## config.mk

```make
export PLATFORM = sky130hd
export DESIGN_NAME = hsv_to_rgb_converter
export DESIGN_NICKNAME = d
export VERILOG_FILES = /design/src/rtl/core/hsv2rgb_pkg.sv /design/src/rtl/core/hsv_to_rgb_converter.sv
export SDC_FILE = /design/constraint.sdc
export NUM_CORES = 2
export LEC_CHECK = 0
export BUFFER_PORTS_ARGS = -buffer_cell sky130_fd_sc_hd__buf_2
export CAP_MARGIN = 20
export CORE_UTILIZATION = 35
export CTS_CLUSTER_DIAMETER = 50
export CTS_CLUSTER_SIZE = 28
export DETAILED_ROUTE_END_ITERATION = 8
export PLACE_DENSITY_LB_ADDON = 0.1
export REMOVE_ABC_BUFFERS = 1
export SETUP_SLACK_MARGIN = 0.5
export SLEW_MARGIN = 20
export SYNTH_ARGS = -nofsm -noshare
export SYNTH_HDL_FRONTEND = slang
export SYNTH_SLANG_ARGS = --single-unit
```

## constraint.sdc

```tcl
create_clock -name clk -period 15.4 [get_ports clk]
set_input_delay 0.77 -clock clk [delete_from_list [all_inputs] [get_ports clk]]
set_output_delay 0.77 -clock clk [all_outputs]
set_load 0.005 [all_outputs]
```

## src/rtl/core/hsv2rgb_pkg.sv

```systemverilog
// Shared constants and types for the HSV to RGB converter.
`default_nettype none
package hsv2rgb_pkg;

    // Hue resolution: 2^HUE_BITS steps per turn.
    localparam int HUE_BITS = 16;
    // Fraction bits of the Q1.F levels; 2^LEVEL_FRAC_BITS is 1.0.
    localparam int LEVEL_FRAC_BITS = 15;

    localparam int LEVEL_W = LEVEL_FRAC_BITS + 1;
    localparam int HUE6_W = HUE_BITS + 3;
    localparam int SECTOR_W = 3;
    localparam int BYTE_W = 8;
    localparam int CFG_DATA_W = 16;
    localparam int CFG_INDEX_W = 1;
    localparam int CMP_W = (CFG_DATA_W > LEVEL_W) ? CFG_DATA_W : LEVEL_W;

    localparam logic [LEVEL_W-1:0] LEVEL_ONE = LEVEL_W'(1) << LEVEL_FRAC_BITS;

    localparam logic [CFG_DATA_W-1:0] SATURATION_RESET = 16'd23593;
    localparam logic [CFG_DATA_W-1:0] BRIGHTNESS_RESET = 16'd32768;

    // Configuration register indexes.
    localparam logic [CFG_INDEX_W-1:0] CFG_SATURATION = 1'd0;
    localparam logic [CFG_INDEX_W-1:0] CFG_BRIGHTNESS = 1'd1;

    // Hue sectors, each one sixth of a turn.
    localparam logic [SECTOR_W-1:0] SECTOR_RED_YELLOW    = 3'd0;
    localparam logic [SECTOR_W-1:0] SECTOR_YELLOW_GREEN  = 3'd1;
    localparam logic [SECTOR_W-1:0] SECTOR_GREEN_CYAN    = 3'd2;
    localparam logic [SECTOR_W-1:0] SECTOR_CYAN_BLUE     = 3'd3;
    localparam logic [SECTOR_W-1:0] SECTOR_BLUE_MAGENTA  = 3'd4;

    typedef logic [LEVEL_W-1:0] level_t;

    // Saturates a register value to 1.0.
    function automatic level_t level_clamp(input logic [CFG_DATA_W-1:0] x);
        logic [CMP_W-1:0] xw;
        logic [CMP_W-1:0] onew;
        xw = CMP_W'(x);
        onew = CMP_W'(LEVEL_ONE);
        if (xw > onew)
            return LEVEL_ONE;
        else
            return xw[LEVEL_W-1:0];
    endfunction

    // Computes floor(channel * 255) for a Q1.F level of at most 1.0.
    function automatic logic [BYTE_W-1:0] to_byte(input level_t c);
        logic [LEVEL_W+BYTE_W-1:0] prod;
        prod = ({c, {BYTE_W{1'b0}}}) - (LEVEL_W+BYTE_W)'(c);
        return prod[LEVEL_FRAC_BITS +: BYTE_W];
    endfunction

endpackage
`default_nettype wire

```

## src/rtl/core/hsv_to_rgb_converter.sv

```systemverilog
// HSV to RGB converter: four-stage pipeline from hue to an 8-bit RGB triple.
`default_nettype none
// Each hue beat (an unsigned fraction of a turn) becomes one red/green/blue
// beat at the saturation and brightness held in configuration registers 0 and
// 1 (Q1.15, values above 1.0 are treated as 1.0). The pipeline takes one beat
// per clock while hue_stall is low; the four register stages are the sector
// split, the saturation products, the brightness products, and the channel
// select with scaling to 0..255. A stall on the output holds the pipeline only
// as far back as it has no empty slot. Write the configuration only while no
// beat is in flight.
module hsv_to_rgb_converter
(
    input  wire logic                                 clk,
    input  wire logic                                 rst_n,
    input  wire logic                                 cfg_write,
    input  wire logic [hsv2rgb_pkg::CFG_INDEX_W-1:0]  cfg_index,
    input  wire logic [hsv2rgb_pkg::CFG_DATA_W-1:0]   cfg_data,
    input  wire logic                                 hue_valid,
    output logic                                      hue_stall,
    input  wire logic [hsv2rgb_pkg::HUE_BITS-1:0]     hue_turns,
    output logic                                      rgb_valid,
    input  wire logic                                 rgb_stall,
    output logic [hsv2rgb_pkg::BYTE_W-1:0]            red,
    output logic [hsv2rgb_pkg::BYTE_W-1:0]            green,
    output logic [hsv2rgb_pkg::BYTE_W-1:0]            blue
);

    localparam int F = hsv2rgb_pkg::LEVEL_FRAC_BITS;
    localparam int LW = hsv2rgb_pkg::LEVEL_W;
    localparam int HB = hsv2rgb_pkg::HUE_BITS;
    localparam int SW = hsv2rgb_pkg::SECTOR_W;
    localparam int BW = hsv2rgb_pkg::BYTE_W;
    localparam int H6W = hsv2rgb_pkg::HUE6_W;

    // Configuration registers.
    logic [hsv2rgb_pkg::CFG_DATA_W-1:0] sat_reg;
    logic [hsv2rgb_pkg::CFG_DATA_W-1:0] bright_reg;

    always_ff @(posedge clk or negedge rst_n)
    begin
        if (!rst_n)
        begin
            sat_reg <= hsv2rgb_pkg::SATURATION_RESET;
            bright_reg <= hsv2rgb_pkg::BRIGHTNESS_RESET;
        end
        else if (cfg_write)
        begin
            case (cfg_index)
                hsv2rgb_pkg::CFG_SATURATION: sat_reg <= cfg_data;
                hsv2rgb_pkg::CFG_BRIGHTNESS: bright_reg <= cfg_data;
                default: ;
            endcase
        end
    end

    hsv2rgb_pkg::level_t sat_lvl;
    hsv2rgb_pkg::level_t bright_lvl;

    assign sat_lvl = hsv2rgb_pkg::level_clamp(sat_reg);
    assign bright_lvl = hsv2rgb_pkg::level_clamp(bright_reg);

    // Pipeline valid bits and advance enables.
    logic s1_valid_reg, s2_valid_reg, s3_valid_reg, out_valid_reg;
    logic s1_adv, s2_adv, s3_adv, out_adv;

    assign out_adv = !out_valid_reg || !rgb_stall;
    assign s3_adv = !s3_valid_reg || out_adv;
    assign s2_adv = !s2_valid_reg || s3_adv;
    assign s1_adv = !s1_valid_reg || s2_adv;
    assign hue_stall = !s1_adv;

    always_ff @(posedge clk or negedge rst_n)
    begin
        if (!rst_n)
        begin
            s1_valid_reg <= 1'b0;
            s2_valid_reg <= 1'b0;
            s3_valid_reg <= 1'b0;
            out_valid_reg <= 1'b0;
        end
        else
        begin
            if (s1_adv)
                s1_valid_reg <= hue_valid;
            if (s2_adv)
                s2_valid_reg <= s1_valid_reg;
            if (s3_adv)
                s3_valid_reg <= s2_valid_reg;
            if (out_adv)
                out_valid_reg <= s3_valid_reg;
        end
    end

    // Stage 1: hue times six, split into sector and fraction within it.
    logic [H6W-1:0]                 hue6;
    logic [HB+F-1:0]                frac_wide;
    logic [SW-1:0]                  s1_sector_next, s1_sector_reg;
    logic [F-1:0]                   s1_f_next, s1_f_reg;

    always_comb
    begin
        hue6 = H6W'({hue_turns, 2'b00}) + H6W'({hue_turns, 1'b0});
        s1_sector_next = hue6[HB +: SW];
        // Realigns the fraction from HUE_BITS to F fraction bits by truncation.
        frac_wide = {hue6[HB-1:0], {F{1'b0}}} >> HB;
        s1_f_next = frac_wide[F-1:0];
    end

    always_ff @(posedge clk)
    begin
        if (s1_adv)
        begin
            s1_sector_reg <= s1_sector_next;
            s1_f_reg <= s1_f_next;
        end
    end

    // Stage 2: saturation products for q and t, and the complement for p.
    logic [2*LW-1:0]         sf_prod, sfc_prod;
    hsv2rgb_pkg::level_t     f_comp;
    hsv2rgb_pkg::level_t     s2_qk_next, s2_qk_reg;
    hsv2rgb_pkg::level_t     s2_tk_next, s2_tk_reg;
    hsv2rgb_pkg::level_t     s2_pk_next, s2_pk_reg;
    logic [SW-1:0]           s2_sector_reg;

    always_comb
    begin
        f_comp = hsv2rgb_pkg::LEVEL_ONE - LW'(s1_f_reg);
        sf_prod = (2*LW)'(sat_lvl) * (2*LW)'(s1_f_reg);
        sfc_prod = (2*LW)'(sat_lvl) * (2*LW)'(f_comp);
        s2_qk_next = hsv2rgb_pkg::LEVEL_ONE - sf_prod[F +: LW];
        s2_tk_next = hsv2rgb_pkg::LEVEL_ONE - sfc_prod[F +: LW];
        s2_pk_next = hsv2rgb_pkg::LEVEL_ONE - sat_lvl;
    end

    always_ff @(posedge clk)
    begin
        if (s2_adv)
        begin
            s2_sector_reg <= s1_sector_reg;
            s2_qk_reg <= s2_qk_next;
            s2_tk_reg <= s2_tk_next;
            s2_pk_reg <= s2_pk_next;
        end
    end

    // Stage 3: scale the three levels by brightness.
    logic [2*LW-1:0]     p_prod, q_prod, t_prod;
    hsv2rgb_pkg::level_t s3_p_reg, s3_q_reg, s3_t_reg, s3_v_reg;
    logic [SW-1:0]       s3_sector_reg;

    always_comb
    begin
        p_prod = (2*LW)'(bright_lvl) * (2*LW)'(s2_pk_reg);
        q_prod = (2*LW)'(bright_lvl) * (2*LW)'(s2_qk_reg);
        t_prod = (2*LW)'(bright_lvl) * (2*LW)'(s2_tk_reg);
    end

    always_ff @(posedge clk)
    begin
        if (s3_adv)
        begin
            s3_sector_reg <= s2_sector_reg;
            s3_p_reg <= p_prod[F +: LW];
            s3_q_reg <= q_prod[F +: LW];
            s3_t_reg <= t_prod[F +: LW];
            s3_v_reg <= bright_lvl;
        end
    end

    // Stage 4: six-sector channel select and scaling to a byte.
    hsv2rgb_pkg::level_t r_lvl, g_lvl, b_lvl;
    logic [BW-1:0]       red_next, green_next, blue_next;
    logic [BW-1:0]       red_reg, green_reg, blue_reg;

    always_comb
    begin
        case (s3_sector_reg)
            hsv2rgb_pkg::SECTOR_RED_YELLOW:
            begin
                r_lvl = s3_v_reg; g_lvl = s3_t_reg; b_lvl = s3_p_reg;
            end
            hsv2rgb_pkg::SECTOR_YELLOW_GREEN:
            begin
                r_lvl = s3_q_reg; g_lvl = s3_v_reg; b_lvl = s3_p_reg;
            end
            hsv2rgb_pkg::SECTOR_GREEN_CYAN:
            begin
                r_lvl = s3_p_reg; g_lvl = s3_v_reg; b_lvl = s3_t_reg;
            end
            hsv2rgb_pkg::SECTOR_CYAN_BLUE:
            begin
                r_lvl = s3_p_reg; g_lvl = s3_q_reg; b_lvl = s3_v_reg;
            end
            hsv2rgb_pkg::SECTOR_BLUE_MAGENTA:
            begin
                r_lvl = s3_t_reg; g_lvl = s3_p_reg; b_lvl = s3_v_reg;
            end
            default:
            begin
                r_lvl = s3_v_reg; g_lvl = s3_p_reg; b_lvl = s3_q_reg;
            end
        endcase
        red_next = hsv2rgb_pkg::to_byte(r_lvl);
        green_next = hsv2rgb_pkg::to_byte(g_lvl);
        blue_next = hsv2rgb_pkg::to_byte(b_lvl);
    end

    always_ff @(posedge clk)
    begin
        if (out_adv)
        begin
            red_reg <= red_next;
            green_reg <= green_next;
            blue_reg <= blue_next;
        end
    end

    assign rgb_valid = out_valid_reg;
    assign red = red_reg;
    assign green = green_reg;
    assign blue = blue_reg;

endmodule
`default_nettype wire

```

# Yosys cells after proc, flatten, opt, wreduce, memory -nomap -nowiden
# Cells that the tools add are included.
# W data, S select, Z words.
[classes]
n_addsub = 8
mul = 5
n_bitwise = 1
n_eq_ne = 4
reduce_logical = 17
magnitude_cmp = 2
muxes = 5
[ops]
columns = ["cell", "count"]
rows = [
  ["$pmux W16 S3", 3],
  ["$mul A16 B16 Y31", 4],
  ["$sub A23 B16 Y23", 3],
  ["$sub A16 B16 Y16 const A", 3],
  ["$gt A16 B16 Y1 const B", 2],
  ["$mux W16", 2],
  ["$mul A16 B15 Y31", 1],
  ["$add A18 B17 Y19", 1],
  ["$sub A16 B15 Y16 const A", 1],
  ["$reduce_or A2 Y1", 4],
  ["$eq A3 B2 Y1 const B", 2],
  ["$logic_not A1 Y1", 6],
  ["$logic_or A1 B1 Y1", 4],
  ["$reduce_and A2 Y1", 2],
  ["$eq A3 B1 Y1 const B", 1],
  ["$eq A3 B3 Y1 const B", 1],
  ["$logic_not A3 Y1", 1],
  ["$not A1 Y1", 1],
]
[word_totals]
reg_bits = 196
output_inout_bits = 26
elab_cells = 62
input_bits = 38

# Longest topological paths before layout
[depth]
depth_word = 6
ltp_mapped = 32
mapped_depth_nobuf = 31

# Worst setup path before layout
# No wires, ideal clock.
[synth_timing]
path_kind = "register -> register"
from = "register s1_f_reg[4]"
to = "register s2_tk_reg[15], data pin"
setup_slack_ps = 7130
arrival_time_ps = 8006
path_stages_with_launch = 28
path_buffers = 1
required_time_ps = 15136
path_cell_list = "edfxtp_1 > clkbuf_1 > nor3_1 > nand3b_1 > or4b_1 > or3_1 > xnor2_1 > nor2_1 > fa_1 > fa_1 > fa_1 > fa_1 > fa_1 > inv_1 > fa_1 > inv_1 > ha_1 > a21oi_1 > o21ai_0 > a211oi_1 > o211ai_1 > o221ai_1 > a31oi_1 > or2_2 > or3_1 > or4_1 > o311ai_1 > xnor2_1"
[synth_between]
elab_chain_cells = 3
[synth_lines]
columns = ["item", "line_no", "source"]
rows = [
  ["start, declared", "hsv_to_rgb_converter.sv:98", "logic [F-1:0] s1_f_next, s1_f_reg;"],
  ["start signal, assigned", "hsv_to_rgb_converter.sv:114", "s1_f_reg <= s1_f_next;"],
  ["$sub A16 B15 Y16", "hsv_to_rgb_converter.sv:128", "f_comp = hsv2rgb_pkg::LEVEL_ONE - LW'(s1_f_reg);"],
  ["$mul A16 B16 Y31", "hsv_to_rgb_converter.sv:130", "sfc_prod = (2*LW)'(sat_lvl) * (2*LW)'(f_comp);"],
  ["$sub A16 B16 Y16", "hsv_to_rgb_converter.sv:132", "s2_tk_next = hsv2rgb_pkg::LEVEL_ONE - sfc_prod[F +: LW];"],
  ["net s2_tk_next[15]", "hsv_to_rgb_converter.sv:122", "hsv2rgb_pkg::level_t s2_tk_next, s2_tk_reg;"],
  ["end signal, assigned", "hsv_to_rgb_converter.sv:142", "s2_tk_reg <= s2_tk_next;"],
  ["end, declared", "hsv_to_rgb_converter.sv:122", ""],
]
# The timed path passes the listed nets, and every way through them passes these cells.
# A chain may end at the register's enable or synchronous reset.

# Final worst setup path
[layout_timing]
from = "register s1_f_reg[1]"
to = "register s2_tk_reg[15], data pin"
# Same word-level chain as after synthesis.

==> impl_metrics.yaml <==
routing:
  drc: 0
  vias: 35601
  wl_um: 146300
  routedWlPerCell_um: 20.17
  detail-route-antenna-nets: 0
  drtIter0Drc: 1876
  vias_per_cell: 4.908
  firstDrtPassIters: 5
synthesis:
  synth.distinct_cells: 87
  synth-async-reset-ratio_pct: 18.37
  netlist_instances: 5456
  synth_warnings: 0
  synth_edf_count: 160
  ys_seq_area_share_pct: 11.47
  yosys_register_bits: 196
  ys.flop_type: "edfxtp_1"
  syn_area_mm2: 0.04982
  syn_area_per_cell_um2: 9.132
clocking:
  cts_root_buf: "clkbuf_16"
  cts_tree: "yes"
  clock_latency_ns: 0.53
  post_cts_buffers: 0
  cts-hold-fix-buffers: 0
  clkTransAtPathRegs_ns: 0.09
  cts-resized-gates: 0
  cts_inserted_buffers: 17
  cts_htree_levels: 4
  cts.sinks: 196
  cts.path.max_buffers: 2
worst_setup_path:
  path_class: "reg -> reg"
  max_stage_delay_ns: 0.66
  end_kind: "flop"
  timing.critical_path.max_delay_family: "adder cells"
  crit_slowest_cell: "or4b_1"
  critPathRequiredTime_ns: 15.67
  critPathBufInv: 3
  crit_fanout: 14
  crit_path_frequent_cell: "fa_1"
  start_kind: "flop"
  worstPathArrival_ns: 10.15
floorplan:
  start_util_pct: 35.23
  fp-row-count: 138
  coreArea_mm2: 0.1414
  pin_count: 64
  chipHeight_um: 379.3
  die-area_mm2: 0.1439
  die_w_um: 379.3
finish:
  fin_cells: 7254
  drive_gt1_share_pct: 5.336
  postLayoutCellArea_mm2: 0.05283
  fin_nets: 6858
  syn2layout_area_growth_pct: 6.025
global_routing:
  grt_max_degree: 85
  grt_pass1_vias: 38619
  grt_use_total_pct: 21.19
  overflow: 0
  antenna_found_initial: 5
  grt_first_pass_wirelength_um: 228900
  use_met2_pct: 35.89
  grt.busiest_layer: "met2"
  met3_usage_pct: 3.272
  grtUsageMet1_pct: 27.98
place:
  place_congestion: 0.8616
  place_area_mm2: 0.05220
  dp_cells: 7217
  numPortBuffers: 63
  hpwl_um: 115400
timing:
  hold_viol_final: 0
  timing.final.crit_share_pct: 64.16
  slew_headroom_pct: 21.45
  rsz0062_at_grt: "false"
  final_max_slew_viol_count: 0
  finalSetupTns_ns: 0
  finalSetupViolCount: 0
  fin_crit_ns: 9.881
  max_freq_mhz: 101.2
  finalClockSkew_ns: 0.01516
  worst_pin_slew_ns: 1.173
outcome:
  outcome: "finished, final reports clean"
flow_run:
  drv_cap: 0
worst_hold_path:
  hold_class: "in -> async"
-- logic make-up (layout without fill, tap and decap cells) --
logic type               Yosys count  after routing  share of synthesized area, %
multiplexers                      90             90                         1.939
adder cells (fa/ha/maj)         1473           1473                         51.27
other                              0              4                             0
AO/OA/AOI/OAI                    375            375                         5.100
flip-flops                       196            196                         11.47
XOR/XNOR                         183            183                         3.217
AND/OR/NAND/NOR                 1776           1776                         16.68
buffers and inverters           1363           1267                         10.31
-- synthesized netlist by cell type, types with 10 or more instances --
master | number | share of area [%]
a211oi_1 | 16 | 0.24
a21o_1 | 38 | 0.57
a21oi_1 | 99 | 0.99
a31oi_1 | 20 | 0.25
and2_1 | 363 | 4.6
and3_1 | 50 | 0.63
buf_1 | 11 | 0.083
clkbuf_1 | 237 | 1.8
dfrtp_1 | 28 | 1.4
edfxtp_1 | 160 | 9.6
fa_1 | 948 | 38
ha_1 | 525 | 13
inv_1 | 1101 | 8.3
mux2_2 | 48 | 1.1
mux2i_1 | 41 | 0.82
nand2_1 | 923 | 7.0
nand2b_1 | 21 | 0.26
nand3_1 | 45 | 0.45
nand4_1 | 15 | 0.19
nor2_1 | 195 | 1.5
nor2b_1 | 48 | 0.60
nor3_1 | 31 | 0.31
nor4_1 | 22 | 0.28
o211ai_1 | 13 | 0.20
o21a_1 | 17 | 0.26
o21ai_0 | 65 | 0.65
or2_2 | 10 | 0.13
or3_1 | 11 | 0.14
xnor2_1 | 128 | 2.3
xor2_1 | 55 | 0.97
-- per-layer routing --
layer  wire [µm]  part of all wire [%]  vias to the layer above
li1            -                     -                    16486
met1       66500                    45                    18361
met2       69880                    48                      607
met3        6159                   4.2                      147
met4        3801                   2.6                        0
met5           0                     0                        -
-- worst register-to-register path: cells and delay by family, from the launching register on --
family / cells / cell delay, ns
simple gates: 7 / 2.52
fa+ha+maj: 8 / 3.60
compound gates: 7 / 1.69
flops: 1 / 0.63
buf+inv: 3 / 0.42
xor+xnor: 2 / 0.76
-- through the flow --
| step | util (%) | hold slack [ns] | setup slack (ns) |
|---|---|---|---|
| floorplan | - | 0.4003 | 6.985 |
| finish | 37.36 | 0.3258 | 5.519 |
| CTS | 37.33 | 0.2911 | 5.243 |
| detailed placement | 36.91 | 0.4156 | 5.268 |
| global route | 37.35 | 0.3398 | 4.807 |
| global placement | 36.91 | 0.4073 | 5.220 |
-- cells in the final DEF, fill, tap and decap left out, types with 41 or more instances in the layout --
cell type,synthesis,layout
a21oi_1,99,99
and2_1,363,363
and3_1,50,50
buf_2,9,63
buf_4,3,68
edfxtp_1,160,160
fa_1,948,948
ha_1,525,525
inv_1,1101,1100
mux2_2,48,48
mux2i_1,41,41
nand2_1,923,922
nand3_1,45,45
nor2_1,195,195
o21ai_0,65,65
xnor2_1,128,126
xor2_1,55,53
-- final cells by class --
type	count	area (µm²)
flip-flops and latches	196	5715
clock buffers	17	425.4
well taps	1890	2365
fillers	14443	88590
multi-input cells	3897	39150
repair buffers	132	845.8
clock inverters	15	172.7
diodes	4	10.01
inverters	1103	4140
-- path summary, 6_finish.rpt --
| path | startpoint | endpoint | slack (ns) | cells past startpoint |
|---|---|---|---|---|
| max | s1_f_reg[1] | s2_tk_reg[15] | 5.52 | 27 |
| min | rst_n | rgb_valid | 0.33 | 2 |
| max reg2reg | s1_f_reg[1] | s2_tk_reg[15] | 5.52 | 27 |
| min reg2reg | s2_sector_reg[1] | s3_sector_reg[1] | 0.43 | 0 |
| max in group asynchronous | rst_n | sat_reg[6] | 14.61 | 2 |
| min in group clk | s2_sector_reg[1] | s3_sector_reg[1] | 0.43 | 0 |
Power is left out: the tool's default activity adds up to more than one toggle a clock period on the data nets, which glitch-free logic cannot reach.
